===== src/design/chamfer_signed_distance_field_defines.svh =====
// Assertion macros shared by the design files.
`ifndef CHAMFER_SIGNED_DISTANCE_FIELD_DEFINES_SVH
`define CHAMFER_SIGNED_DISTANCE_FIELD_DEFINES_SVH
`ifndef NO_ASSERTIONS
`define ASSERT_IMPLIES(lbl, clk, rst, ante, cons) \
  lbl: assert property (@(posedge clk) disable iff (rst) (ante) |-> (cons)) \
    else $error("%m: check failed");
`define ASSERT_NEXT(lbl, clk, rst, ante, cons) \
  lbl: assert property (@(posedge clk) disable iff (rst) (ante) |=> (cons)) \
    else $error("%m: check failed");
`else
`define ASSERT_IMPLIES(lbl, clk, rst, ante, cons)
`define ASSERT_NEXT(lbl, clk, rst, ante, cons)
`endif
`endif


===== src/design/csdf_pkg.sv =====
package csdf_pkg;

  localparam int DIST_W = 18;
  localparam logic [DIST_W-1:0] DIST_MAX = '1;
  localparam int STEP_W = 9;
  localparam logic [STEP_W-1:0] STEP_STRAIGHT = 9'd256;
  localparam logic [STEP_W-1:0] STEP_DIAG = 9'd362;

  localparam int SIDE_W = 9;
  localparam int SAT_W = 8;
  localparam int THR_W = 8;
  localparam int CFG_W = 9;
  localparam int CFG_IDX_W = 2;
  localparam int KIND_W = 2;
  localparam int IDX_W = 16;
  localparam int MASK_W = 8;
  localparam int SDF_W = 8;

  localparam logic [KIND_W-1:0] KIND_WRITE = 2'd0;
  localparam logic [KIND_W-1:0] KIND_RUN = 2'd1;
  localparam logic [KIND_W-1:0] KIND_READ = 2'd2;

  localparam logic [CFG_IDX_W-1:0] CFG_SIDE = 2'd0;
  localparam logic [CFG_IDX_W-1:0] CFG_SAT = 2'd1;
  localparam logic [CFG_IDX_W-1:0] CFG_THR = 2'd2;

  localparam logic [SIDE_W-1:0] SIDE_RESET = 9'd256;
  localparam logic [SAT_W-1:0] SAT_RESET = 8'd64;
  localparam logic [THR_W-1:0] THR_RESET = 8'd127;

  localparam int NUM_W = 24;
  localparam int DEN_W = 17;
  localparam int Q_W = 7;

  typedef struct packed {
    logic clr;
    logic mask_we;
    logic mask_re;
    logic dist_we;
    logic dist_re;
    logic row_load;
    logic w2_load;
    logic nb_inv;
    logic calc;
    logic fwd;
    logic enc_start;
    logic out_load;
    logic out_status;
    logic out_from_div;
  } cmd_t;

  typedef struct packed {
    logic out_free;
    logic div_done;
  } sts_t;

endpackage


===== src/design/csdf_item_if.sv =====
interface csdf_item_if import csdf_pkg::*; ();
  logic valid;
  logic ready;
  logic [KIND_W-1:0] kind;
  logic [IDX_W-1:0] pixel_index;
  logic [MASK_W-1:0] mask_value;

  modport source(output valid, kind, pixel_index, mask_value, input ready);
  modport sink(input valid, kind, pixel_index, mask_value, output ready);
endinterface


===== src/design/csdf_ctrl.sv =====
`include "chamfer_signed_distance_field_defines.svh"
module csdf_ctrl import csdf_pkg::*; #(
  parameter int MAX_SIDE = 256,
  localparam int AW = (MAX_SIDE > 1) ? $clog2(MAX_SIDE * MAX_SIDE) : 1
) (
  input  logic              clk,
  input  logic              rst,
  csdf_item_if.sink         items,
  input  logic [SIDE_W-1:0] side,
  input  sts_t              sts,
  output cmd_t              cmd,
  output logic [AW-1:0]     addr
);

  localparam int DEPTH = MAX_SIDE * MAX_SIDE;
  localparam int CW = $clog2(MAX_SIDE + 1);

  typedef enum logic [9:0] {
    S_CLEAR = 10'b0000000001,
    S_IDLE  = 10'b0000000010,
    S_ROW   = 10'b0000000100,
    S_ROWW  = 10'b0000001000,
    S_PA    = 10'b0000010000,
    S_PB    = 10'b0000100000,
    S_PC    = 10'b0001000000,
    S_RDW   = 10'b0010000000,
    S_DIV   = 10'b0100000000,
    S_DONE  = 10'b1000000000
  } state_t;

  state_t state, state_next;
  logic [CW-1:0] x, y;
  logic [AW-1:0] i;
  logic fwd;

  logic [CW-1:0] n_c;
  logic [AW-1:0] n_a;
  logic [2*SIDE_W-1:0] nn;
  logic idx_ok, accept, x_more, y_more, row_ok, diag_ok;
  logic [AW-1:0] addr_row, addr_diag;

  assign n_c = CW'(side);
  assign n_a = AW'(side);
  assign nn = {{SIDE_W{1'b0}}, side} * {{SIDE_W{1'b0}}, side};
  assign idx_ok = {{(2*SIDE_W-IDX_W){1'b0}}, items.pixel_index} < nn;
  assign accept = items.valid && items.ready;
  assign x_more = (x + 1'b1) < n_c;
  assign y_more = (y + 1'b1) < n_c;
  assign row_ok = fwd ? (y != '0) : y_more;
  assign diag_ok = fwd ? ((y != '0) && x_more) : (y_more && (x != '0));
  assign addr_row = fwd ? (i - n_a) : (i + n_a);
  assign addr_diag = fwd ? (i - n_a + 1'b1) : (i + n_a - 1'b1);

  always_comb begin
    cmd = '0;
    cmd.fwd = fwd;
    state_next = state;
    addr = i;
    items.ready = 1'b0;
    unique case (state)
      S_CLEAR: begin
        cmd.clr = 1'b1;
        cmd.dist_we = 1'b1;
        if (i == AW'(DEPTH - 1)) begin
          state_next = S_IDLE;
        end
      end
      S_IDLE: begin
        items.ready = sts.out_free;
        addr = AW'(items.pixel_index);
        if (accept) begin
          case (items.kind)
            KIND_WRITE: begin
              cmd.mask_we = idx_ok;
              cmd.out_load = 1'b1;
              cmd.out_status = !idx_ok;
            end
            KIND_RUN: begin
              state_next = (side == '0) ? S_DONE : S_ROW;
            end
            KIND_READ: begin
              if (idx_ok) begin
                cmd.dist_re = 1'b1;
                state_next = S_RDW;
              end else begin
                cmd.out_load = 1'b1;
                cmd.out_status = 1'b1;
              end
            end
            default: begin
              cmd.out_load = 1'b1;
            end
          endcase
        end
      end
      S_ROW: begin
        addr = addr_row;
        cmd.dist_re = row_ok;
        state_next = S_ROWW;
      end
      S_ROWW: begin
        cmd.row_load = 1'b1;
        cmd.nb_inv = !row_ok;
        state_next = S_PA;
      end
      S_PA: begin
        addr = addr_diag;
        cmd.dist_re = diag_ok;
        state_next = S_PB;
      end
      S_PB: begin
        cmd.w2_load = 1'b1;
        cmd.nb_inv = !diag_ok;
        cmd.dist_re = 1'b1;
        cmd.mask_re = fwd;
        state_next = S_PC;
      end
      S_PC: begin
        cmd.calc = 1'b1;
        cmd.dist_we = 1'b1;
        if (fwd) begin
          state_next = x_more ? S_PA : S_ROW;
        end else if (x != '0) begin
          state_next = S_PA;
        end else if (y != '0) begin
          state_next = S_ROW;
        end else begin
          state_next = S_DONE;
        end
      end
      S_RDW: begin
        cmd.enc_start = 1'b1;
        state_next = S_DIV;
      end
      S_DIV: begin
        if (sts.div_done) begin
          cmd.out_load = 1'b1;
          cmd.out_from_div = 1'b1;
          state_next = S_IDLE;
        end
      end
      S_DONE: begin
        cmd.out_load = 1'b1;
        state_next = S_IDLE;
      end
      default: begin
        state_next = S_IDLE;
      end
    endcase
  end

  always_ff @(posedge clk) begin
    if (rst) begin
      state <= S_CLEAR;
      i <= '0;
      x <= '0;
      y <= '0;
      fwd <= 1'b0;
    end else begin
      state <= state_next;
      unique case (state)
        S_CLEAR: begin
          i <= i + 1'b1;
        end
        S_IDLE: begin
          if (accept && (items.kind == KIND_RUN)) begin
            i <= '0;
            x <= '0;
            y <= '0;
            fwd <= 1'b1;
          end
        end
        S_PC: begin
          if (fwd) begin
            if (x_more) begin
              x <= x + 1'b1;
              i <= i + 1'b1;
            end else if (y_more) begin
              x <= '0;
              y <= y + 1'b1;
              i <= i + 1'b1;
            end else begin
              fwd <= 1'b0;
            end
          end else if (x != '0) begin
            x <= x - 1'b1;
            i <= i - 1'b1;
          end else if (y != '0) begin
            x <= n_c - 1'b1;
            y <= y - 1'b1;
            i <= i - 1'b1;
          end
        end
        default: begin
        end
      endcase
    end
  end

  `ASSERT_IMPLIES(a_ready_idle, clk, rst, items.ready, state == S_IDLE)
  `ASSERT_NEXT(a_read_div, clk, rst, state == S_RDW, state == S_DIV)

endmodule


===== src/flat_wrapper.sv =====
// flat-port wrapper written by rule: the top's interface ports become plain ports
module csdf_ctrl_flat import csdf_pkg::*;
#(
  parameter int MAX_SIDE = 256,
  localparam int AW = (MAX_SIDE > 1) ? $clog2(MAX_SIDE * MAX_SIDE) : 1
)
  (clk, rst, side, sts, cmd, addr, items_valid, items_kind, items_pixel_index, items_mask_value, items_ready);
  csdf_item_if items_i ();
  input  logic clk;
  input  logic rst;
  input  logic [SIDE_W-1:0] side;
  input  sts_t sts;
  output cmd_t cmd;
  output logic [AW-1:0] addr;
  input wire logic [$bits(items_i.valid)-1:0] items_valid;
  input wire logic [$bits(items_i.kind)-1:0] items_kind;
  input wire logic [$bits(items_i.pixel_index)-1:0] items_pixel_index;
  input wire logic [$bits(items_i.mask_value)-1:0] items_mask_value;
  output wire logic [$bits(items_i.ready)-1:0] items_ready;
  assign items_i.valid = items_valid;
  assign items_i.kind = items_kind;
  assign items_i.pixel_index = items_pixel_index;
  assign items_i.mask_value = items_mask_value;
  assign items_ready = items_i.ready;
  csdf_ctrl #(.MAX_SIDE(MAX_SIDE)) u_core (.clk(clk), .rst(rst), .items(items_i), .side(side), .sts(sts), .cmd(cmd), .addr(addr));
endmodule

===== config.mk =====
export PLATFORM = sky130hd
export DESIGN_NAME = csdf_ctrl_flat
export DESIGN_NICKNAME = d
export VERILOG_FILES = /design/src/design/csdf_pkg.sv /design/src/design/csdf_item_if.sv /design/src/design/csdf_ctrl.sv /design/src/flat_wrapper.sv
export VERILOG_INCLUDE_DIRS = /design/src /design/src/design
export SDC_FILE = /design/constraint.sdc
export NUM_CORES = 1
export LEC_CHECK = 0
export ABC_AREA = 1
export BUFFER_PORTS_ARGS = -buffer_cell sky130_fd_sc_hd__clkbuf_2
export CORE_ASPECT_RATIO = 1.4
export CORE_MARGIN = 3
export CORE_UTILIZATION = 57
export DETAILED_ROUTE_END_ITERATION = 8
export PLACE_DENSITY = 0.8
export SLEW_MARGIN = 20
export SYNTH_ARGS = -nofsm -noshare
export SYNTH_HDL_FRONTEND = slang
export SYNTH_SLANG_ARGS = --single-unit

===== constraint.sdc =====
create_clock -name clk -period 9.2 [get_ports clk]
set_clock_uncertainty 0.05 [all_clocks]
set_input_delay 2.3 -clock clk [delete_from_list [all_inputs] [get_ports clk]]
set_output_delay 2.3 -clock clk [all_outputs]
set_load 0.01 [all_outputs]

* Word level (Yosys, flattened, before mapping) *
Cells that the tools add are included.

operators by class
  equality and inequality tests = 25
  $add $sub $neg = 11
  reduce and logical (&&, ||, !) cells = 19
  muxes and demuxes = 65
  $mul = 1
  $lt $le $gt $ge = 3

operators by type and width
  cell                     number
  $mux W16                 8
  $mux W9                  11
  $pmux W16 S3             2
  $pmux W10 S9             1
  $mux W10                 8
  $pmux W9 S2              2
  $add A16 B1 Y16 const B  2
  $sub A16 B1 Y16 const B  2
  $sub A9 B1 Y9 const B    3
  $mux W1                  23
  $pmux W10 S2             1
  $add A9 B1 Y9 const B    2
  $lt A16 B18 Y1           1
  $lt A9 B9 Y1             2
  $mul A9 B9 Y18           1
  $reduce_bool A9 Y1       2
  $add A16 B9 Y16          1
  $eq A16 B16 Y1 const B   1
  $sub A16 B9 Y16          1
  $eq A10 B1 Y1 const B    1
  $eq A10 B10 Y1 const B   1
  $eq A10 B2 Y1 const B    1
  $eq A10 B3 Y1 const B    1
  $eq A10 B4 Y1 const B    1
  30 further kinds         45

storage, ports and cells
  output and inout port bits = 31
  flip-flop bits (word level) = 45
  input port bits = 40
  logic and storage cells = 129

* Longest topological paths before layout *
Gate-level depths: netlist of the first run.

  depth after elaboration = 6
  depth in mapped cells = 34
  mapped depth without buffers = 33

* Worst setup path after synthesis of the first run *
Ideal clock, no wire load.

  kind = input-to-output
  from = input port side[1]
  to = output port cmd[9] in the netlist's numbering
  setup slack = -0.278 ns
  stages = 25
  data arrival time = 7.128 ns
  buffers on the path = 1
  required time = 6.850 ns
  path through = clkbuf_1 > nand2_1 > fa_1 > inv_1 > fa_1 > inv_1 > fa_1 > fa_1 > inv_1 > ha_1 > a21oi_1 > nand2_1 > a31oi_1 > o21ai_0 > xnor2_1 > ha_1 > inv_1 > nor3_1 > a211oi_1 > nand2_1 > nand2_1 > nand2_1 > nand3b_1 > nand2_1 > o21ai_0

RTL lines
  item             RTL line            RTL
  start, declared  flat_wrapper.sv:11  input logic [SIDE_W-1:0] side;
  end, declared    flat_wrapper.sv:13  output cmd_t cmd;

==> results of run 1 <==
==> logic make-up after synthesis <==
group                      count (synthesis)  synth area share, %
AOI/OAI and AO/OA                        234                 14.5
and+or+nand+nor                          797                 36.5
xor gates and xnor gates                  64                 5.97
DFF                                       45                 9.47
adders and majority gates                127                 19.6
buffers and inverters                    344                 14.1
==> area by class of cell <==
| class | instances | area (µm²) | share of cell area [%] |
|---|---|---|---|
| timing repair buffer | 148 | 1080 | 9.71 |
| antenna | 2 | 5.00 | 0.0452 |
| clock inverter | 3 | 17.5 | 0.158 |
| clock buffer | 5 | 125 | 1.13 |
| inverter | 295 | 1110 | 9.99 |
| tap | 199 | 249 | 2.25 |
| sequential | 45 | 901 | 8.13 |
| multi-input combinational | 1222 | 7600 | 68.6 |
==> Yosys cell counts (12+ instances only) <==
cell	number
clkbuf_1	27
inv_2	14
xnor2_1	12
o21ai_0	68
xor2_1	51
nand3_1	122
ha_1	91
nand4_1	40
o211ai_1	16
dfxtp_1	45
nor3_1	33
o21ai_1	12
nor2_1	144
fa_1	36
nand2_1	416
buf_2	13
inv_1	276
o22ai_1	16
a21oi_1	73
==> worst max-delay path, delay by kind of cell <==
family / cells / cell delay, ns
compound gates: 2 / 0.26
buf+inv: 9 / 0.89
simple gates: 14 / 1.18
xor+xnor: 2 / 0.43
fa+ha+maj: 6 / 2.33
==> power by group through the flow <==
stage          clock, W  sequential (W)  combinational, W
2_1_floorplan         0        0.000278           0.00178
3_3_place_gp          0        0.000335           0.00241
3_5_place_dp          0        0.000336           0.00245
4_1_cts        0.000183        0.000332           0.00255
5_1_grt        0.000189        0.000342           0.00312
6_report       0.000184        0.000337           0.00284
==> worst paths after layout <==
check	from	to	slack, ns	cells past startpoint
worst max-delay path	side[6]	cmd[2]	-0.58	33
worst min-delay path	u_core.x[1]	u_core.x[1]	0.45	2
worst max register to register	u_core.x[0]	u_core.x[6]	5.52	17
worst min register to register	u_core.x[1]	u_core.x[1]	0.45	2
==> layout by cell type, fill, tap and decap left out, types with 10 or more instances in the layout <==
| master | instances |
|---|---|
| nor2_1 | 143 |
| inv_2 | 34 |
| xor2_1 | 51 |
| dfxtp_1 | 45 |
| o21ai_1 | 12 |
| o21ai_0 | 64 |
| nand4_1 | 40 |
| ha_4 | 10 |
| nand2_1 | 400 |
| nand2_2 | 19 |
| nand3_1 | 119 |
| nor2_2 | 11 |
| nor3_1 | 30 |
| inv_1 | 256 |
| buf_6 | 12 |
| ha_1 | 81 |
| fa_1 | 34 |
| a21oi_1 | 71 |
| o22ai_1 | 16 |
| o211ai_1 | 16 |
| clkbuf_2 | 50 |
| buf_4 | 76 |
==> through the flow <==
| stage | hold WS, ns | area [µm²] |
|---|---|---|
| after floorplan | 0.412 | 9560 |
| after global placement | 0.422 | 10400 |
| after global routing | 0.479 | 11100 |
| after CTS | 0.445 | 10800 |
| final | 0.447 | 11100 |
| after detailed placement | 0.436 | 10400 |
==> per-layer routing <==
layer / vias to the layer above / part of all wire [%] / wire [µm]
met5: - / 0 / 0
met4: 0 / 6.7 / 2280
met3: 147 / 6.8 / 2310
met2: 531 / 49 / 16700
met1: 5222 / 37 / 12700
li1: 5414 / - / -
==> state kept, by name (all words and copies together) (netlist names) <==
signal,flops
u_core.fwd,1
u_core.i,16
u_core.state,10
u_core.x,9
u_core.y,9
==> repair_timing <==
action / in CTS / in global routing
pin swaps: 29 / 41
gates resized for setup: 48 / 58
setup endpoints to repair: 4 / 4
buffers inserted: 9 / 6
==> flow_summary.yaml, run 1 <==
floorplanning:
  die_w_um: 115
  die-area_mm2: 0.0183
  coreArea_mm2: 0.0162
  std_cell_rows: 55
  num_io_pins: 71
  die_h_um: 159
  start_util_pct: 58.6
route:
  vias_per_cell: 5.90
  drt_iter0_drc: 877
  ant_nets: 0
  vias: 11314
  remaining_drc_errors: 0
  drt-pass1-iter-count: 6
  wirelength_um: 34000
  wire_per_inst_um: 17.7
clocking:
  htreeDepth: 2
  clock_latency_ns: 0.29
  cts_buffers: 5
  ctsRootBufferMaster: "clkbuf_16"
  hold_buffers: 0
  cts.reportedPaths.clkPinSlew_ns: 0.06
  clk_path_buf_depth: 2
  cts_sinks: 45
  cts_tree: "done"
synthesis:
  ys_warn_count: 0
  ys_seq_elements: 45
  synth_nets: 1778
  avgSynthCellArea_um2: 5.90
  synth_top_area_cell: "nand2_1"
  synth_area_leaders: "nand2_1 16%, ha_1 12%, inv_1 11%"
  synth_edf_count: 0
  seq_area_frac_synth_pct: 9.47
  synth_top_area_share_pct: 16.4
  ys_async_sr_fraction_pct: 0
  ys.flop_type: "dfxtp_1"
  synth_area_mm2: 0.00951
  yosysUniqueCellTypes: 52
  syn-instance-count: 1611
min_path:
  min_path_type: "reg2reg"
grt:
  antenna_found_initial: 0
  met2_usage_pct: 60.7
  grt_use_met1_pct: 41.7
  grt_max_degree: 45
  grt_use_met3_pct: 4.00
  grt.busiest_layer: "met2"
  grt_pass1_vias: 10662
  grt_usage_pct: 35.1
  grt_pass1_wl_um: 52100
  grt_overflow: 0
place:
  gp_congestion: 0.960
  port_buffers: 62
  place_ws_ns: -0.624
  dp_hpwl_um: 26000
  dp.cells: 1894
setup_path:
  cp_common_cell: "nand2_1"
  worst_ep_arrival_time_ns: 7.43
  slowest_stage: "fa_1"
  slowest_delay_ns: 0.51
  cp_max_fo: 5
  worstSetupEndpointType: "output port"
  worstSetupPathType: "in2out"
  cp.required_ns: 6.85
  cp-start-kind: "input pin"
timing:
  worst_slack_ns: -0.575
  hold_viol_final: 0
  max_slew_margin_pct: 40.3
  max_freq_ghz: 0.102
  final-setup-viol-count: 4
  rsz0062_at_grt: "true"
  tns_ns: -2.19
  period_needed_ns: 9.78
  worstMarginPinSlew_ns: 0.887
  period_share_pct: 106
  maxSlewViolCount: 0
layout:
  final_util_pct: 68.2
  synthToLayoutAreaGrowth_pct: 16.5
  drive_above_1_share_pct: 15.8
  fillers: 1465
  stdcell_count: 1919
  final_nets: 1884
pwr:
  power_w: 0.00336
  power_density_mw_per_mm2: 303
  p_leak_nw: 5.92
  p_seq_share_pct: 10.0
  switchingPower_w: 0.00195
  p_sw_share_pct: 58.2
  p_clk_share_pct: 5.5
  p_comb_share_pct: 84.5
  vdd_drop_max_mv: 0.438
  p_int_w: 0.00140
status:
  status: "finished, violations left"
  violations: "negative setup slack"
job:
  drv_cap: 0
No activity file was read; power rests on OpenSTA's default activity.
==> run 2: changes to the inputs <==
--- a/config.mk
+++ b/config.mk
@@ -7,12 +7,13 @@
 export NUM_CORES = 1
 export LEC_CHECK = 0
 export ABC_AREA = 1
-export BUFFER_PORTS_ARGS = -buffer_cell sky130_fd_sc_hd__clkbuf_2
 export CORE_ASPECT_RATIO = 1.4
 export CORE_MARGIN = 3
-export CORE_UTILIZATION = 57
+export CORE_UTILIZATION = 60
 export DETAILED_ROUTE_END_ITERATION = 8
+export DONT_BUFFER_PORTS = 1
 export PLACE_DENSITY = 0.8
+export SKIP_CTS_REPAIR_TIMING = 1
 export SLEW_MARGIN = 20
 export SYNTH_ARGS = -nofsm -noshare
 export SYNTH_HDL_FRONTEND = slang
==> run 2 against run 1 <==
The run still ends with negative setup slack left. Clock power rose by 2%. Critical path type unchanged. Global-route usage down 0.60 points. Highest routed layer unchanged. Non-clock buffer count shrank 104. Sequential power barely moved. Wire length down 11%. Combinational power fell by 10%. Via count shrank 5.3%. Die area is 4.8% lower. Sequential share of layout area grew 0.68 points. Core utilization fell by 1.2 points. Count of clock-buffer cells in the layout did not move. Setup slack better by 0.34 ns.
==> flow_summary.yaml, run 2 (synthesis results as in run 1) <==
status:
  status: "finished, violations left"
  violations: "negative setup slack"
route:
  vias: 10718
  wire_per_inst_um: 16.8
  remaining_drc_errors: 0
  drt-pass1-iter-count: 6
  drt_iter0_drc: 1023
  vias_per_cell: 5.93
  ant_nets: 0
  wirelength_um: 30400
grt:
  grt_overflow: 0
  grt_usage_pct: 34.5
  grt_use_met1_pct: 42.2
  grt_max_degree: 47
  met2_usage_pct: 57.6
  grt_use_met3_pct: 6.19
  grt_pass1_vias: 10048
  grt.busiest_layer: "met2"
  antenna_found_initial: 0
  grt_pass1_wl_um: 49500
setup_path:
  cp_max_fo: 15
  worstSetupPathType: "in2out"
  worst_ep_arrival_time_ns: 7.09
  cp-start-kind: "input pin"
  r2r_cells: 17
  r2r_start: "u_core.x[0]"
  r2r-end: "u_core.x[5]"
  timing.critical_path.from: "side[1]"
  cp.required_ns: 6.85
  endpoint: "cmd[2]"
  ff2ff_setup_slack_ns: 5.53
  worstSetupEndpointType: "output port"
clocking:
  htreeDepth: 2
  ctsRootBufferMaster: "clkbuf_16"
  clock_latency_ns: 0.29
  cts.reportedPaths.clkPinSlew_ns: 0.07
  clk_path_buf_depth: 2
  cts_tree: "done"
  cts_buffers: 5
  cts_sinks: 45
place:
  dpl-instance-area_mm2: 0.00988
  gp_congestion: 0.977
  port_buffers: 0
  dp_hpwl_um: 24400
  place_ws_ns: -0.448
layout:
  largest_register_ffs: 16
  diodes: 0
  final_util_pct: 67.1
  final_nets: 1780
  fillers: 1441
  final_common_cell: "nand2_1"
  drive_above_1_share_pct: 8.80
  top_regs: "u_core.i (16), u_core.state (10)"
  final_area_mm2: 0.0102
  layout_common_cells: "404 x nand2_1, 265 x inv_1, 144 x nor2_1"
  synthToLayoutAreaGrowth_pct: 7.54
  regMostFlops: "u_core.i"
timing:
  period_needed_ns: 9.44
  worstMarginPinSlew_ns: 0.814
  tns_ns: -0.700
  period_share_pct: 103
  rsz0062_at_grt: "true"
  worst_slack_ns: -0.236
  final-setup-viol-count: 4
  hold_viol_final: 0
  max_freq_ghz: 0.106
  worst_hold_slack_ns: 0.441
  max_slew_margin_pct: 45.3
  maxSlewViolCount: 0
job:
  drv_cap: 0
floorplanning:
  coreArea_mm2: 0.0153
  die_h_um: 155
  num_io_pins: 71
  std_cell_rows: 53
  start_util_pct: 62.4
  die-area_mm2: 0.0174
  die_w_um: 112
pwr:
  vdd_drop_max_mv: 0.293
  p_leak_nw: 5.40
  power_density_mw_per_mm2: 300
min_path:
  min_path_type: "reg2reg"
-- run 2: cell types whose count changed in the layout (fill, tap and decap cells not counted), moves of 5 or more --
cell / previous run / this run
inv_1: 256 / 265
buf_6: 12 / 0
inv_2: 34 / 25
ha_1: 81 / 86
buf_4: 76 / 44
clkbuf_2: 50 / 0
ha_4: 10 / 5
-- run 2: power breakdown --
part / switching, W / internal (W) / leakage, nW / total (W)
logic: 0.00164 / 0.000912 / 4.96 / 0.00255
registers: 0.0000965 / 0.000239 / 0.367 / 0.000335
clock network: 0.0000867 / 0.000101 / 0.0702 / 0.000188
-- run 2: final cells by class --
| class | count | area (µm²) | area share [%] |
|---|---|---|---|
| Timing Repair Buffer | 44 | 330 | 3.23 |
| Multi-Input combinational cell | 1222 | 7500 | 73.4 |
| Clock buffer | 5 | 125 | 1.22 |
| Inverter | 295 | 1110 | 10.8 |
| Tap cell | 192 | 240 | 2.35 |
| Sequential cell | 45 | 901 | 8.81 |
| Clock inverter | 3 | 21.3 | 0.208 |
-- run 2: routing by layer --
layer  routed length, µm  vias to the layer above
met5                   0                        -
met4                1870                        0
met3                2680                      113
met2               14400                      509
met1               11500                     4888
li1                    -                     5208
-- run 2: how the worst min path moves through the flow --
stage / depth (start not counted) / to / slack [ns] / startpoint
2_1_floorplan: 2 / u_core.x[1] / 0.41 / u_core.x[1]
3_3_place_gp: 2 / u_core.x[1] / 0.42 / u_core.x[1]
3_5_place_dp: 2 / u_core.x[1] / 0.44 / u_core.x[1]
4_1_cts: 2 / u_core.x[1] / 0.45 / u_core.x[1]
5_1_grt: 2 / u_core.x[1] / 0.47 / u_core.x[1]
6_report: 2 / u_core.x[1] / 0.44 / u_core.x[1]
-- run 2: critical path, cell delays in order --
cell and delay [ns]:
nand2_8 0.03, fa_1 0.57, inv_2 0.05, fa_1 0.48, inv_1 0.06, fa_1 0.49, fa_1 0.53, inv_2 0.05
ha_4 0.22, nand2_2 0.07, inv_2 0.04, nand4_1 0.06, nand4_1 0.12, xor2_1 0.20, ha_1 0.29, nand2_1 0.07
nor2_1 0.13, nand2_1 0.06, o211ai_1 0.30, nand2_1 0.09, nand2_1 0.08, nand2_1 0.05, nand2_1 0.06, nand3b_1 0.24
nand2_2 0.21, nand3_2 0.09, nand3b_1 0.14
-- run 2: per-stage QoR --
step,instances,power [W]
3_3_place_gp,1796,0.00262
6_report,1806,0.00307
5_1_grt,1806,0.00338
2_1_floorplan,1611,0.00206
4_1_cts,1804,0.00288
3_5_place_dp,1796,0.00268
